**src/rtl/signed_int_to_radix_digits_assert.svh**
```systemverilog
// Assertion macros used by the top level of the radix digit converter.
`ifndef SIGNED_INT_TO_RADIX_DIGITS_ASSERT_SVH
`define SIGNED_INT_TO_RADIX_DIGITS_ASSERT_SVH

// Same-cycle implication, checked on every rising edge outside reset.
`define SRD_ASSERT_IMP(lbl, ante, cons) \
  lbl: assert property (@(posedge clk) disable iff (!rst_n) (ante) |-> (cons)) \
    else $error("signed_int_to_radix_digits: same-cycle check failed");

// Next-cycle implication, checked on every rising edge outside reset.
`define SRD_ASSERT_NXT(lbl, ante, cons) \
  lbl: assert property (@(posedge clk) disable iff (!rst_n) (ante) |=> (cons)) \
    else $error("signed_int_to_radix_digits: next-cycle check failed");

`endif

```
**src/rtl/srd_pkg.sv**
```systemverilog
// Types and constants of the radix digit converter.
`default_nettype none

package srd_pkg;

  localparam int unsigned NUM_W     = 32;
  localparam int unsigned BASE_W    = 5;
  localparam int unsigned IDX_W     = 4;
  localparam int unsigned SYM_W     = 8;
  localparam int unsigned TBL_DEPTH = 16;
  localparam int unsigned STK_DEPTH = 32;
  localparam int unsigned STK_AW    = 5;
  localparam int unsigned DEPTH_W   = 6;
  localparam int unsigned DIV_BITS  = 4;
  localparam int unsigned DIV_STEPS = NUM_W / DIV_BITS;
  localparam int unsigned STEP_W    = 3;

  localparam logic [SYM_W-1:0] CHAR_PLUS  = 8'h2B;
  localparam logic [SYM_W-1:0] CHAR_MINUS = 8'h2D;

  localparam logic REQ_LOAD    = 1'b0;
  localparam logic REQ_CONVERT = 1'b1;

  typedef enum logic [3:0] {
    S_IDLE,
    S_CHK_RD,
    S_CHK_CMP,
    S_SIGN,
    S_DIV_GO,
    S_DIV_WAIT,
    S_POP_RD,
    S_POP_TBL,
    S_POP_OUT
  } srd_state_t;

  typedef struct packed {
    logic              start;
    logic [NUM_W-1:0]  dividend;
    logic [BASE_W-1:0] divisor;
  } div_req_t;

  typedef struct packed {
    logic              done;
    logic [NUM_W-1:0]  quot;
    logic [BASE_W-1:0] rem;
  } div_rsp_t;

  typedef struct packed {
    logic             en;
    logic [IDX_W-1:0] idx;
    logic [SYM_W-1:0] sym;
  } alpha_wr_t;

endpackage

`default_nettype wire

```
**src/rtl/srd_ifs.sv**
```systemverilog
// Channel interfaces of the radix digit converter: input items, results, configuration.
`default_nettype none

interface srd_in_if;
  logic        valid;
  logic        ready;
  logic        req_type;
  logic [3:0]  symbol_index;
  logic [7:0]  symbol_char;
  logic signed [31:0] number;

  modport source (output valid, req_type, symbol_index, symbol_char, number, input ready);
  modport sink   (input valid, req_type, symbol_index, symbol_char, number, output ready);
endinterface

interface srd_out_if;
  logic       valid;
  logic       ready;
  logic [7:0] out_char;
  logic       last;

  modport source (output valid, out_char, last, input ready);
  modport sink   (input valid, out_char, last, output ready);
endinterface

interface srd_cfg_if;
  logic       valid;
  logic       ready;
  logic [4:0] radix;

  modport source (output valid, radix, input ready);
  modport sink   (input valid, radix, output ready);
endinterface

`default_nettype wire

```
**src/rtl/signed_int_to_radix_digits.sv**
```systemverilog
// Top level of the signed integer to radix digit converter.
//
//   channel  | dir | payload                                        | beat when
//   in_ch    | in  | req_type, symbol_index, symbol_char, number    | valid & ready
//   out_ch   | out | out_char, last                                 | valid & ready
//   cfg_ch   | in  | radix                                          | valid & ready
//
// A load item writes the table while idle. A convert item scans the alphabet
// (read, then compare, per entry), runs the divider once per digit, then sends
// each character through the digit stack and table, with a leading minus sign.
// Reset is synchronous and clears the sequencer, the radix and the output valid.
// A stalled result holds the sequencer at its emit step; in_ch is ready only when idle.
`default_nettype none

module signed_int_to_radix_digits import srd_pkg::*; #(
  parameter int unsigned MAX_BASE = 16
) (
  input  logic     clk,
  input  logic     rst_n,
  srd_in_if.sink   in_ch,
  srd_out_if.source out_ch,
  srd_cfg_if.sink  cfg_ch
);

`include "signed_int_to_radix_digits_assert.svh"

  localparam logic [BASE_W-1:0] BASE_LIM =
    (MAX_BASE < TBL_DEPTH) ? BASE_W'(MAX_BASE) : BASE_W'(TBL_DEPTH);
  localparam logic [DEPTH_W-1:0] DEPTH_LAST = DEPTH_W'(STK_DEPTH - 1);

  srd_state_t         state_r;
  srd_state_t         state_nxt;
  logic [BASE_W-1:0]  radix_r;
  logic [NUM_W-1:0]   mag_r;
  logic               neg_r;
  logic [IDX_W-1:0]   pos_r;
  logic [DEPTH_W-1:0] depth_r;
  logic [IDX_W-1:0]   stk_q_r;
  logic               out_valid_r;
  logic [SYM_W-1:0]   out_char_r;
  logic               out_last_r;
  logic [IDX_W-1:0]   stk_mem [STK_DEPTH];

  logic               in_acc;
  logic               base_ok;
  logic               out_free;
  logic               sym_bad;
  logic               chk_end;
  logic               more_digits;
  logic [DEPTH_W-1:0] depth_dec;
  logic [NUM_W-1:0]   num_u;

  // Decoded controls.
  logic               in_rdy;
  logic               out_load;
  logic [SYM_W-1:0]   out_char_nxt;
  logic               out_last_nxt;
  logic               stk_we;
  logic               stk_re;
  logic [IDX_W-1:0]   rd_idx;

  div_req_t           div_req;
  div_rsp_t           div_rsp;
  alpha_wr_t          alpha_wr;
  logic [SYM_W-1:0]   rd_sym;
  logic               dup;

  srd_div u_div (
    .clk   (clk),
    .rst_n (rst_n),
    .req   (div_req),
    .rsp   (div_rsp)
  );

  srd_alpha u_alpha (
    .clk      (clk),
    .wr       (alpha_wr),
    .rd_idx   (rd_idx),
    .chk_pos  (pos_r),
    .radix    (radix_r),
    .rd_sym   (rd_sym),
    .dup      (dup)
  );

  assign in_acc      = in_ch.valid && in_rdy;
  assign base_ok     = (radix_r >= BASE_W'(2)) && (radix_r <= BASE_LIM);
  assign out_free    = !out_valid_r || out_ch.ready;
  assign sym_bad     = (rd_sym == CHAR_PLUS) || (rd_sym == CHAR_MINUS) || dup;
  assign chk_end     = ({1'b0, pos_r} == (radix_r - 1'b1));
  assign more_digits = (div_rsp.quot != '0) && (depth_r != DEPTH_LAST);
  assign depth_dec   = depth_r - 1'b1;
  assign num_u       = in_ch.number;

  // Next state.
  always_comb begin
    state_nxt = state_r;
    case (state_r)
      S_IDLE: begin
        if (in_acc && (in_ch.req_type == REQ_CONVERT) && base_ok) begin
          state_nxt = S_CHK_RD;
        end
      end
      S_CHK_RD: begin
        state_nxt = S_CHK_CMP;
      end
      S_CHK_CMP: begin
        if (sym_bad) begin
          state_nxt = S_IDLE;
        end else if (chk_end) begin
          state_nxt = neg_r ? S_SIGN : S_DIV_GO;
        end else begin
          state_nxt = S_CHK_RD;
        end
      end
      S_SIGN: begin
        if (out_free) begin
          state_nxt = S_DIV_GO;
        end
      end
      S_DIV_GO: begin
        state_nxt = S_DIV_WAIT;
      end
      S_DIV_WAIT: begin
        if (div_rsp.done) begin
          state_nxt = more_digits ? S_DIV_GO : S_POP_RD;
        end
      end
      S_POP_RD: begin
        state_nxt = S_POP_TBL;
      end
      S_POP_TBL: begin
        state_nxt = S_POP_OUT;
      end
      S_POP_OUT: begin
        if (out_free) begin
          state_nxt = (depth_r == '0) ? S_IDLE : S_POP_RD;
        end
      end
      default: begin
        state_nxt = S_IDLE;
      end
    endcase
  end

  // Outputs of the sequencer.
  always_comb begin
    in_rdy           = 1'b0;
    out_load         = 1'b0;
    out_char_nxt     = rd_sym;
    out_last_nxt     = 1'b0;
    stk_we           = 1'b0;
    stk_re           = 1'b0;
    rd_idx           = stk_q_r;
    div_req.start    = 1'b0;
    div_req.dividend = mag_r;
    div_req.divisor  = radix_r;
    alpha_wr.en      = 1'b0;
    alpha_wr.idx     = in_ch.symbol_index;
    alpha_wr.sym     = in_ch.symbol_char;
    case (state_r)
      S_IDLE: begin
        in_rdy      = 1'b1;
        alpha_wr.en = in_ch.valid && (in_ch.req_type == REQ_LOAD);
      end
      S_CHK_RD: begin
        rd_idx = pos_r;
      end
      S_SIGN: begin
        out_load     = out_free;
        out_char_nxt = CHAR_MINUS;
      end
      S_DIV_GO: begin
        div_req.start = 1'b1;
      end
      S_DIV_WAIT: begin
        stk_we = div_rsp.done;
      end
      S_POP_RD: begin
        stk_re = 1'b1;
      end
      S_POP_OUT: begin
        out_load     = out_free;
        out_last_nxt = (depth_r == '0);
      end
      default: begin
        in_rdy = 1'b0;
      end
    endcase
  end

  always_ff @(posedge clk) begin
    if (!rst_n) begin
      state_r     <= S_IDLE;
      radix_r     <= '0;
      out_valid_r <= 1'b0;
      depth_r     <= '0;
    end else begin
      state_r <= state_nxt;
      if (cfg_ch.valid) begin
        radix_r <= cfg_ch.radix;
      end
      if (out_load) begin
        out_valid_r <= 1'b1;
      end else if (out_ch.ready) begin
        out_valid_r <= 1'b0;
      end
      if (in_acc) begin
        depth_r <= '0;
      end else if (stk_we) begin
        depth_r <= depth_r + 1'b1;
      end else if (stk_re) begin
        depth_r <= depth_dec;
      end
    end
  end

  // Datapath registers.
  always_ff @(posedge clk) begin
    if (in_acc) begin
      neg_r <= num_u[NUM_W-1];
      mag_r <= num_u[NUM_W-1] ? (NUM_W'(0) - num_u) : num_u;
      pos_r <= '0;
    end else if (stk_we) begin
      mag_r <= div_rsp.quot;
    end
    if ((state_r == S_CHK_CMP) && !sym_bad) begin
      pos_r <= pos_r + 1'b1;
    end
    if (out_load) begin
      out_char_r <= out_char_nxt;
      out_last_r <= out_last_nxt;
    end
  end

  // Digit stack: one write and one registered read per cycle.
  always_ff @(posedge clk) begin
    if (stk_we) begin
      stk_mem[depth_r[STK_AW-1:0]] <= div_rsp.rem[IDX_W-1:0];
    end
    if (stk_re) begin
      stk_q_r <= stk_mem[depth_dec[STK_AW-1:0]];
    end
  end

  assign in_ch.ready     = in_rdy;
  assign cfg_ch.ready    = 1'b1;
  assign out_ch.valid    = out_valid_r;
  assign out_ch.out_char = out_char_r;
  assign out_ch.last     = out_last_r;

  `SRD_ASSERT_IMP(a_div_done_in_wait, div_rsp.done, state_r == S_DIV_WAIT)
  `SRD_ASSERT_NXT(a_push_grows_depth, stk_we, depth_r == $past(depth_r) + 1'b1)
  `SRD_ASSERT_NXT(a_bad_base_no_work,
                  in_acc && (in_ch.req_type == REQ_CONVERT) && !base_ok,
                  state_r == S_IDLE)

endmodule

`default_nettype wire

```
**src/rtl/srd_div.sv**
```systemverilog
// Iterative divider: 32-bit magnitude by a small radix, four quotient bits per cycle.
`default_nettype none

module srd_div import srd_pkg::*; (
  input  logic     clk,
  input  logic     rst_n,
  input  div_req_t req,
  output div_rsp_t rsp
);

  logic [NUM_W-1:0]  quo_r;
  logic [BASE_W-1:0] rem_r;
  logic [BASE_W-1:0] dvs_r;
  logic [STEP_W-1:0] cnt_r;
  logic              busy_r;
  logic              done_r;

  logic [NUM_W-1:0]  quo_nxt;
  logic [BASE_W-1:0] rem_nxt;

  // Restoring division, unrolled over a few narrow steps.
  always_comb begin
    logic [BASE_W:0] t;
    quo_nxt = quo_r;
    rem_nxt = rem_r;
    t       = '0;
    for (int k = 0; k < DIV_BITS; k++) begin
      t       = {rem_nxt, quo_nxt[NUM_W-1]};
      quo_nxt = {quo_nxt[NUM_W-2:0], 1'b0};
      if (t >= {1'b0, dvs_r}) begin
        t          = t - {1'b0, dvs_r};
        quo_nxt[0] = 1'b1;
      end
      rem_nxt = t[BASE_W-1:0];
    end
  end

  always_ff @(posedge clk) begin
    if (!rst_n) begin
      busy_r <= 1'b0;
      done_r <= 1'b0;
      cnt_r  <= '0;
    end else begin
      if (req.start) begin
        busy_r <= 1'b1;
        cnt_r  <= '0;
        done_r <= 1'b0;
      end else if (busy_r) begin
        cnt_r  <= cnt_r + 1'b1;
        done_r <= (cnt_r == STEP_W'(DIV_STEPS - 1));
        if (cnt_r == STEP_W'(DIV_STEPS - 1)) begin
          busy_r <= 1'b0;
        end
      end else begin
        done_r <= 1'b0;
      end
    end
  end

  always_ff @(posedge clk) begin
    if (req.start) begin
      quo_r <= req.dividend;
      rem_r <= '0;
      dvs_r <= req.divisor;
    end else if (busy_r) begin
      quo_r <= quo_nxt;
      rem_r <= rem_nxt;
    end
  end

  assign rsp.done = done_r;
  assign rsp.quot = quo_r;
  assign rsp.rem  = rem_r;

endmodule

`default_nettype wire

```
**src/rtl/srd_alpha.sv**
```systemverilog
// Alphabet table with one registered read port and a duplicate-symbol compare.
`default_nettype none

module srd_alpha import srd_pkg::*; (
  input  logic              clk,
  input  alpha_wr_t         wr,
  input  logic [IDX_W-1:0]  rd_idx,
  input  logic [IDX_W-1:0]  chk_pos,
  input  logic [BASE_W-1:0] radix,
  output logic [SYM_W-1:0]  rd_sym,
  output logic              dup
);

  logic [SYM_W-1:0] tbl_r [TBL_DEPTH];
  logic [SYM_W-1:0] rd_sym_r;

  always_ff @(posedge clk) begin
    if (wr.en) begin
      tbl_r[wr.idx] <= wr.sym;
    end
    rd_sym_r <= tbl_r[rd_idx];
  end

  // The symbol just read at chk_pos is compared against every later symbol in use.
  always_comb begin
    dup = 1'b0;
    for (int j = 0; j < TBL_DEPTH; j++) begin
      if ((BASE_W'(j) > {1'b0, chk_pos}) && (BASE_W'(j) < radix) &&
          (tbl_r[IDX_W'(j)] == rd_sym_r)) begin
        dup = 1'b1;
      end
    end
  end

  assign rd_sym = rd_sym_r;

endmodule

`default_nettype wire

```
**src/flat_wrapper.sv**
```systemverilog
// flat-port wrapper written by rule: the top's interface ports become plain ports
module signed_int_to_radix_digits_flat import srd_pkg::*;
#(
  parameter int unsigned MAX_BASE = 16
)
  (clk, rst_n, in_ch_valid, in_ch_req_type, in_ch_symbol_index, in_ch_symbol_char, in_ch_number, in_ch_ready, out_ch_valid, out_ch_out_char, out_ch_last, out_ch_ready, cfg_ch_valid, cfg_ch_radix, cfg_ch_ready);
  srd_in_if in_ch_i ();
  srd_out_if out_ch_i ();
  srd_cfg_if cfg_ch_i ();
  input  logic clk;
  input  logic rst_n;
  input wire logic [$bits(in_ch_i.valid)-1:0] in_ch_valid;
  input wire logic [$bits(in_ch_i.req_type)-1:0] in_ch_req_type;
  input wire logic [$bits(in_ch_i.symbol_index)-1:0] in_ch_symbol_index;
  input wire logic [$bits(in_ch_i.symbol_char)-1:0] in_ch_symbol_char;
  input wire logic [$bits(in_ch_i.number)-1:0] in_ch_number;
  output wire logic [$bits(in_ch_i.ready)-1:0] in_ch_ready;
  output wire logic [$bits(out_ch_i.valid)-1:0] out_ch_valid;
  output wire logic [$bits(out_ch_i.out_char)-1:0] out_ch_out_char;
  output wire logic [$bits(out_ch_i.last)-1:0] out_ch_last;
  input wire logic [$bits(out_ch_i.ready)-1:0] out_ch_ready;
  input wire logic [$bits(cfg_ch_i.valid)-1:0] cfg_ch_valid;
  input wire logic [$bits(cfg_ch_i.radix)-1:0] cfg_ch_radix;
  output wire logic [$bits(cfg_ch_i.ready)-1:0] cfg_ch_ready;
  assign in_ch_i.valid = in_ch_valid;
  assign in_ch_i.req_type = in_ch_req_type;
  assign in_ch_i.symbol_index = in_ch_symbol_index;
  assign in_ch_i.symbol_char = in_ch_symbol_char;
  assign in_ch_i.number = in_ch_number;
  assign in_ch_ready = in_ch_i.ready;
  assign out_ch_valid = out_ch_i.valid;
  assign out_ch_out_char = out_ch_i.out_char;
  assign out_ch_last = out_ch_i.last;
  assign out_ch_i.ready = out_ch_ready;
  assign cfg_ch_i.valid = cfg_ch_valid;
  assign cfg_ch_i.radix = cfg_ch_radix;
  assign cfg_ch_ready = cfg_ch_i.ready;
  signed_int_to_radix_digits #(.MAX_BASE(MAX_BASE)) u_core (.clk(clk), .rst_n(rst_n), .in_ch(in_ch_i), .out_ch(out_ch_i), .cfg_ch(cfg_ch_i));
endmodule
```
**config.mk**
```make
export PLATFORM = sky130hd
export DESIGN_NAME = signed_int_to_radix_digits_flat
export DESIGN_NICKNAME = d
export VERILOG_FILES = /design/src/rtl/srd_pkg.sv /design/src/rtl/srd_ifs.sv /design/src/rtl/signed_int_to_radix_digits.sv /design/src/rtl/srd_div.sv /design/src/rtl/srd_alpha.sv /design/src/flat_wrapper.sv
export VERILOG_INCLUDE_DIRS = /design/src /design/src/rtl
export SDC_FILE = /design/constraint.sdc
export NUM_CORES = 1
export LEC_CHECK = 0
export ABC_AREA = 1
export BUFFER_PORTS_ARGS = -buffer_cell sky130_fd_sc_hd__buf_2
export CAP_MARGIN = 10
export CORE_MARGIN = 4
export CORE_UTILIZATION = 35
export CTS_CLUSTER_DIAMETER = 120
export CTS_CLUSTER_SIZE = 20
export DETAILED_ROUTE_END_ITERATION = 6
export PLACE_DENSITY_LB_ADDON = 0.05
export SETUP_SLACK_MARGIN = 0.4
export SLEW_MARGIN = 20
export SYNTH_ARGS = -nofsm -noshare
export SYNTH_HDL_FRONTEND = slang
export SYNTH_SLANG_ARGS = --single-unit
```
**constraint.sdc**
```tcl
create_clock -name clk -period 9.6 [get_ports clk]
set_clock_uncertainty 0.05 [all_clocks]
set_input_delay 2.88 -clock clk [delete_from_list [all_inputs] [get_ports clk]]
set_output_delay 2.88 -clock clk [all_outputs]
set_load 0.02 [all_outputs]
```
Yosys cells after proc, flatten, opt, wreduce, memory -nomap -nowiden

Memory sizes are Yosys's and may differ from the RTL's. A register that Yosys moved wholly into a read port is not among the register bits.
Index checks and enable logic that the tools add are counted.

Add/subtract/negate cells: 10
Magnitude comparators: 36
Equal/unequal tests: 32
Multiplexer cells: 58
Bitwise logic cells: 3
Reduce and logical (&&, ||, !) cells: 55

Operator list:

| cell                                                      | count |
|---|---|
| 2-to-1 mux 32 bit                                         | 5 |
| == test 8 bit                                             | 15 |
| less-than comparator 4 x 5 -> 1 bit, first input constant | 8 |
| logical AND 1 bit                                         | 37 |
| 2-to-1 mux 4 bit                                          | 9 |
| one-hot mux 4 bit (9 select lines)                        | 1 |
| 2-to-1 mux 1 bit                                          | 34 |
| > comparator 4 bit, first input constant                  | 8 |
| nonzero test 32 bit                                       | 1 |
| subtractor 1 x 32 -> 32 bit, first input constant         | 1 |
| >= comparator 6 x 5 -> 1 bit                              | 4 |
| less-than comparator 3 x 5 -> 1 bit, first input constant | 4 |
| 2-to-1 mux 5 bit                                          | 4 |
| subtractor 5 bit                                          | 4 |
| == test 4 x 3 -> 1 bit, second input constant             | 4 |
| == test 8 x 6 -> 1 bit, second input constant             | 2 |
| > comparator 3 x 4 -> 1 bit, first input constant         | 4 |
| 2-to-1 mux 6 bit                                          | 2 |
| less-than comparator 2 x 5 -> 1 bit, first input constant | 2 |
| nonzero test 2 bit                                        | 5 |
| == test 4 x 2 -> 1 bit, second input constant             | 2 |
| > comparator 2 x 4 -> 1 bit, first input constant         | 2 |
| adder 6 x 1 -> 6 bit, second input constant               | 1 |
| zero test 6 bit                                           | 1 |
| 24 further kinds                                          | 34 |

Register bits: 109
RAM bits: 256
Output and inout bits: 12
Logic and storage cells: 211
Memories kept: 2

Memories:

| name                 | words | bits a word | read ports | clocked after Yosys merged registers in | write ports | line                             | text |
|---|---|---|---|---|---|---|---|
| u_core.stk_mem       | 32    | 4           | 1          | 1                                       | 1           | signed_int_to_radix_digits.sv:42 | `logic [IDX_W-1:0] stk_mem [STK_DEPTH];` |
| u_core.u_alpha.tbl_r | 16    | 8           | 16         | 1                                       | 1           | srd_alpha.sv:14                  | `logic [SYM_W-1:0] tbl_r [TBL_DEPTH];` |

Longest topological paths before layout

Depth after elaboration: 22
Gate-level depth with buffers: 39
Gate-level depth less buffers: 39

Cells and area by module

Synthesis repeated with hierarchy kept, for this count alone.

Cell total of the unflattened synthesis: 2,245
Area total of the unflattened synthesis: 20,168.1 µm²

By module, submodules not included:

| module                     | times used | cells each | area each (µm²) | seq. area each (µm²) |
|---|---|---|---|---|
| signed_int_to_radix_digits | 1          | 986        | 9,557.9         | 5,665.4 |
| srd_alpha                  | 1          | 887        | 7,551.0         | 4,003.8 |
| srd_div                    | 1          | 372        | 3,059.2         | 1,311.3 |

Worst setup path after synthesis

Ideal clock, no wire load.

Path kind: register to register
From: register u_core.u_div.rem_r[2]
To: register u_core.u_div.quo_r[0], data pin
Data arrival time: 5,158 ps
Required time: 9,279 ps
Setup slack: 4,121 ps
Cell stages (with the launch flop): 32
Buffers on the path: 0
Clock period less this slack: 5,479 ps
Cell sequence: dfxtp_1 > ha_1 > a21oi_2 > nand2_1 > nand2_2 > nand2_4 > o21ai_1 > inv_1 > fa_1 > o21ai_1 > a21oi_1 > nand2_4 > nand2_1 > o21ai_0 > inv_1 > ha_1 > nand2_1 > nor2_1 > a211oi_1 > o21ai_1 > inv_1 > nand3_4 > nand2_1 > nand2_1 > inv_1 > fa_1 > a21oi_1 > o21bai_1 > nand2_1 > nand2_1 > nor2_4 > a31oi_1

Word-level cells in the longest chain between the ends: 10
Elaborated cells between the ends (all ways): 13
Classes of those cells: 3 x add/sub; 4 x order compare; 6 x mux

RTL lines:

| what                                                                    | line                         | text |
|---|---|---|
| from (decl)                                                             | srd_div.sv:12                | `logic [BASE_W-1:0] rem_r;` |
| from (signal assigned)                                                  | srd_div.sv:67                | `rem_r <= rem_nxt;` |
| subtractor 5 bit / >= comparator 6 x 5 -> 1 bit (equally long branches) | srd_div.sv:31, srd_div.sv:30 |  |
| 2-to-1 mux 5 bit *                                                      | srd_div.sv:30                | `if (t >= {1'b0, dvs_r}) begin` |
| subtractor 5 bit / >= comparator 6 x 5 -> 1 bit (equally long branches) | srd_div.sv:31, srd_div.sv:30 |  |
| 2-to-1 mux 5 bit *                                                      | srd_div.sv:30                |  |
| >= comparator 6 x 5 -> 1 bit / subtractor 5 bit (equally long branches) | srd_div.sv:30, srd_div.sv:31 |  |
| 2-to-1 mux 5 bit *                                                      | srd_div.sv:30                |  |
| >= comparator 6 x 5 -> 1 bit *                                          | srd_div.sv:30                |  |
| 2-to-1 mux 1 bit *                                                      | srd_div.sv:30                |  |
| 2-to-1 mux 32 bit *                                                     | srd_div.sv:65                | `end else if (busy_r) begin` |
| 2-to-1 mux 32 bit *                                                     | srd_div.sv:61                | `if (req.start) begin` |
| to (signal assigned)                                                    | srd_div.sv:62                | `quo_r <= req.dividend;` |
| to (signal assigned)                                                    | srd_div.sv:66                | `quo_r <= quo_nxt;` |
| to (decl)                                                               | srd_div.sv:11                | `logic [NUM_W-1:0] quo_r;` |

Mark *: on every way between the ends. The rest lies on a longest branch, timed or not. The select of a mux whose other input is x is not followed.
A chain may end at the register's enable or synchronous reset.

Worst setup path in the final report

From: register u_core.u_div.quo_r[31]
To: register u_core.u_div.quo_r[0], data pin

Word-level cells in the longest chain between the ends: 10
Elaborated cells between the ends (all ways): 13
Classes of those cells: 3 x add/sub; 4 x order compare; 6 x mux

RTL lines:

| what                                                                    | line |
|---|---|
| subtractor 5 bit / >= comparator 6 x 5 -> 1 bit (equally long branches) | srd_div.sv:31, srd_div.sv:30 |
| 2-to-1 mux 5 bit *                                                      | srd_div.sv:30 |
| subtractor 5 bit / >= comparator 6 x 5 -> 1 bit (equally long branches) | srd_div.sv:31, srd_div.sv:30 |
| 2-to-1 mux 5 bit *                                                      | srd_div.sv:30 |
| subtractor 5 bit / >= comparator 6 x 5 -> 1 bit (equally long branches) | srd_div.sv:31, srd_div.sv:30 |
| 2-to-1 mux 5 bit *                                                      | srd_div.sv:30 |
| >= comparator 6 x 5 -> 1 bit *                                          | srd_div.sv:30 |
| 2-to-1 mux 1 bit *                                                      | srd_div.sv:30 |
| 2-to-1 mux 32 bit *                                                     | srd_div.sv:65 |
| 2-to-1 mux 32 bit *                                                     | srd_div.sv:61 |

Marked as above.

==> metrics.md <==
| Metric | Value |
|---|---|
| Slowest stage delay, CP | `0.47 ns` |
| Worst VDD drop | `0.2472 mV` |
| Pre-CTS setup slack | `between 3 and 4 ns` |
| Fin nets | `2,188` |
| Hold Fails Final Rpt | `0` |
| Largest net degree at the start of global routing | `68` |
| Cell Rows | `86` |
| Worst Tran Pin Value | `about 1.2 ns` |
| Setup crit start kind | `flip-flop` |
| Congestion Overflow GR | `0` |
| Register area share after synthesis | `0.5607` |
| WP buf/inv | `6` |
| Vias/cell | `around 5` |
| Critical Path AT | `around 6.4 ns` |
| CTS clock-pin slew for the worst setup and hold paths | `0.09 ns` |
| Hold Slack | `0.4238 ns` |
| Post-layout min period | `a little over 6 ns` |
| CP Launch Point | `u_core.u_div.quo_r[31]` |
| CP Capture Type | `flip-flop` |
| Netlist cell types | `55` |
| RSZ-0062 raised after global routing | `no` |
| Hold Path Class | `reg -> reg` |
| Delay-heaviest family, CP | `adder cells` |
| Setup WS post-layout | `between 3 and 4 ns` |
| DIE WIDTH | `approximately 240 µm` |
| Max Root-Sink Buffers | `3` |
| Setup TNS | `0 ns` |
| CP Class | `reg -> reg` |
| Synthesized area | `0.01958 mm²` |
| H-tree depth | `1` |
| Post-DP HPWL | `41,390 µm` |
| Initial Util | `0.3548` |
| Slew HR | `0.2011` |
| RePlAce Congestion | `0.8750` |
| # Post-CTS Setup Buffers | `0` |
| Placed cell count | `approximately 2,800` |
| CTS Sinks | `377` |
| Antenna diodes | `0` |
| Req. time, crit path | `slightly below 10 ns` |
| Register Area | `between 0.01 and 0.015 mm²` |
| Achievable Freq | `around 0.16 GHz` |
| Period utilisation layout | `0.6360` |
| Worst-path maximum fanout | `10` |
| # DRC | `0` |
| Drt first pass iters | `5` |
| # hold bufs at CTS | `0` |
| Overall routing resource usage | `0.1961` |
| Total Wirelength | `around 60,000 µm` |
| Core area | `between 0.05 and 0.06 mm²` |
| FF+latch count, synth | `377` |
| DRT iter0 DRCs | `1,178` |
| CTS tree | `built` |
| Worst r2r src | `u_core.u_div.quo_r[31]` |
| CTS Buf Count | `23` |
| Root buf cell | `clkbuf_16` |
| Layout area overhead | `8.492%` |
| Max Slew Vio Count | `0` |
| Yosys warnings | `0` |
| Final ANT Viol Nets | `0` |
| Filler cell count in the final layout | `roughly 5,600` |
| Pwr Total | `5.628 mW` |
| Final Core Density | `0.3849` |
| Port buffer count | `65` |
| Design area | `0.02125 mm²` |
| Status | `finished, final reports clean` |
| Hold wc startpoint | `u_core.u_div.cnt_r[2]` |
| Max cap viols | `0` |
| Boundary pin count | `67` |
| Syn Area/Cell | `9.478 µm²` |
| Crit-path slowest cell | `fa_1` |
| PD cells | `about 260 mW/mm²` |
| Die Height | `244.5 µm` |
| Ys async rst share | `0` |
| Initial antenna violation count | `0` |
| Share of cells above drive strength 1 | `0.08803` |
| Setup-failing EPs final | `0` |
| Crit-path most repeated cell | `nand2_1` |
| Cells after synthesis | `2,066` |
| Clock Latency Late Sink | `roughly 0.56 ns` |
| Via count | `14,550` |
| WL/cell | `20.92 µm` |
| P_leak | `between 7 and 8 nW` |
| Die area | `0.05980 mm²` |
| Most used DFF post-synth | `edfxtp_1` |
| Placed Area | `0.02058 mm²` |
| Multi-input gate area | `0.007503 mm²` |
| Number of synthesized flops with an enable pin | `343` |
| Post_cts resized | `0` |
| Vias in the first global route | `between 10,000 and 15,000` |
| Syn nets | `2,157` |
| First-pass GRT wire length | `~90,000 µm` |
| Post-Layout Cell Count | `2,861` |
[cell usage in the layout (no fill, tap or decap), drive strengths merged, types with 5 or more instances in the layout]
| master | synthesis | final |
|---|---|---|
| xnor2 | 70 | 70 |
| a31oi | 8 | 8 |
| ha | 32 | 32 |
| o21ai | 185 | 185 |
| or2 | 8 | 8 |
| o211ai | 23 | 23 |
| dfxtp | 34 | 34 |
| nand3 | 99 | 99 |
| mux2i | 13 | 13 |
| xor2 | 28 | 28 |
| nand4 | 16 | 16 |
| inv | 179 | 181 |
| edfxtp | 343 | 343 |
| nor2 | 336 | 336 |
| o221ai | 37 | 37 |
| o22ai | 9 | 9 |
| nor3 | 15 | 15 |
| nand2 | 462 | 462 |
| a21oi | 34 | 34 |
| buf | 48 | 86 |
| o31ai | 5 | 5 |
| nor4 | 9 | 9 |
| o32ai | 19 | 19 |
| clkbuf | 32 | 39 |
[worst register-to-register path, delay by kind of cell, from the launching register on]
family	cells	cell delay, ns
flops	1	0.40
buf+inv	6	0.61
compound gates	9	1.43
simple gates	14	1.54
fa+ha+maj	5	1.82
[kinds of logic after synthesis]
kind of cell / Yosys count / synth area share
other: 1 / 0.0001915
buffers and inverters: 261 / 0.05687
adder cells (fa/ha/maj): 36 / 0.02454
AND/OR/NAND/NOR: 951 / 0.2049
flip-flops: 377 / 0.5607
XOR/XNOR: 98 / 0.04421
multiplexers: 13 / 0.006645
AO/OA/AOI/OAI: 329 / 0.1019
[flip-flops by register name, summed over array words and instances, names as in the netlist]
| name | flops |
|---|---|
| u_core.neg_r | 1 |
| u_core.u_alpha.rd_sym | 8 |
| u_core.mag_r | 32 |
| u_core.u_div.quo_r | 32 |
| u_core.out_ch.out_char | 8 |
| u_core.u_div.dvs_r | 5 |
| u_core.state_r | 4 |
| u_core.out_ch.last | 1 |
| u_core.u_alpha.tbl_r | 128 |
| u_core.u_div.done_r | 1 |
| u_core.out_ch.valid | 1 |
| u_core.u_div.rem_r | 5 |
| u_core.stk_mem | 128 |
| u_core.u_div.cnt_r | 3 |
| u_core.pos_r | 4 |
| u_core.stk_q_r | 4 |
| u_core.radix_r | 5 |
| u_core.u_div.busy_r | 1 |
| u_core.depth_r | 6 |
[layout make-up]
type	count	share of cell area
Sequential cell	377	0.5170
Multi-Input combinational cell	1428	0.3532
Tap cell	748	0.04405
Inverter	181	0.03198
Clock buffer	39	0.02992
Timing Repair Buffer	86	0.02273
Clock inverter	2	0.001178
[cell usage after synthesis (5+ instances only)]
cell type / n / area (µm²)
nand2_4: 7 / 78.83
nand2_1: 448 / 1682
buf_1: 5 / 18.77
nand2_2: 7 / 43.79
xor2_1: 27 / 236.5
a31oi_1: 8 / 50.05
nor2_4: 8 / 90.09
or2_2: 5 / 31.28
mux2i_1: 13 / 130.1
buf_6: 8 / 90.09
buf_4: 11 / 82.58
nor2_1: 321 / 1205
nor4_1: 9 / 56.30
o21ai_1: 43 / 215.2
nor2_2: 7 / 43.79
buf_2: 24 / 120.1
o31ai_1: 5 / 37.54
clkbuf_1: 30 / 112.6
ha_1: 32 / 400.4
xnor2_1: 70 / 613.1
inv_1: 155 / 581.8
o21ai_0: 138 / 690.7
o22ai_1: 9 / 56.30
nand4_1: 16 / 100.1
a21oi_1: 33 / 165.2
nor3_1: 13 / 65.06
edfxtp_1: 343 / 10300
o211ai_1: 22 / 165.2
inv_2: 24 / 90.09
o32ai_1: 19 / 166.4
nand3_1: 94 / 470.5
dfxtp_1: 34 / 680.7
o221ai_1: 37 / 324.1
[final timing paths]
kind,slack (ns),end,cells past startpoint
worst min-delay path,0.42,u_core.u_div.cnt_r[2],2
worst max-delay path,3.49,u_core.u_div.quo_r[0],34
worst min register to register,0.42,u_core.u_div.cnt_r[2],2
worst max register to register,3.49,u_core.u_div.quo_r[0],34
[layer usage]
| layer | track usage | vias to the layer above | routed length (µm) |
|---|---|---|---|
| met2 | 0.3320 | 299 | 28720 |
| met1 | 0.2723 | 7072 | 27210 |
| met5 | 0 | - | 0 |
| li1 | - | 7107 | - |
| met3 | 0.02018 | 73 | 2336 |
| met4 | 0.04766 | 0 | 1574 |
[power by group]
part / leakage [nW] / total, mW / switching [mW] / internal, mW
Combinational: 4.22 / 2.51 / 1.68 / 0.823
Clock: 0.314 / 1.03 / 0.566 / 0.459
Sequential: 3.41 / 2.10 / 0.114 / 1.98
(Power assumes the default switching activity.)
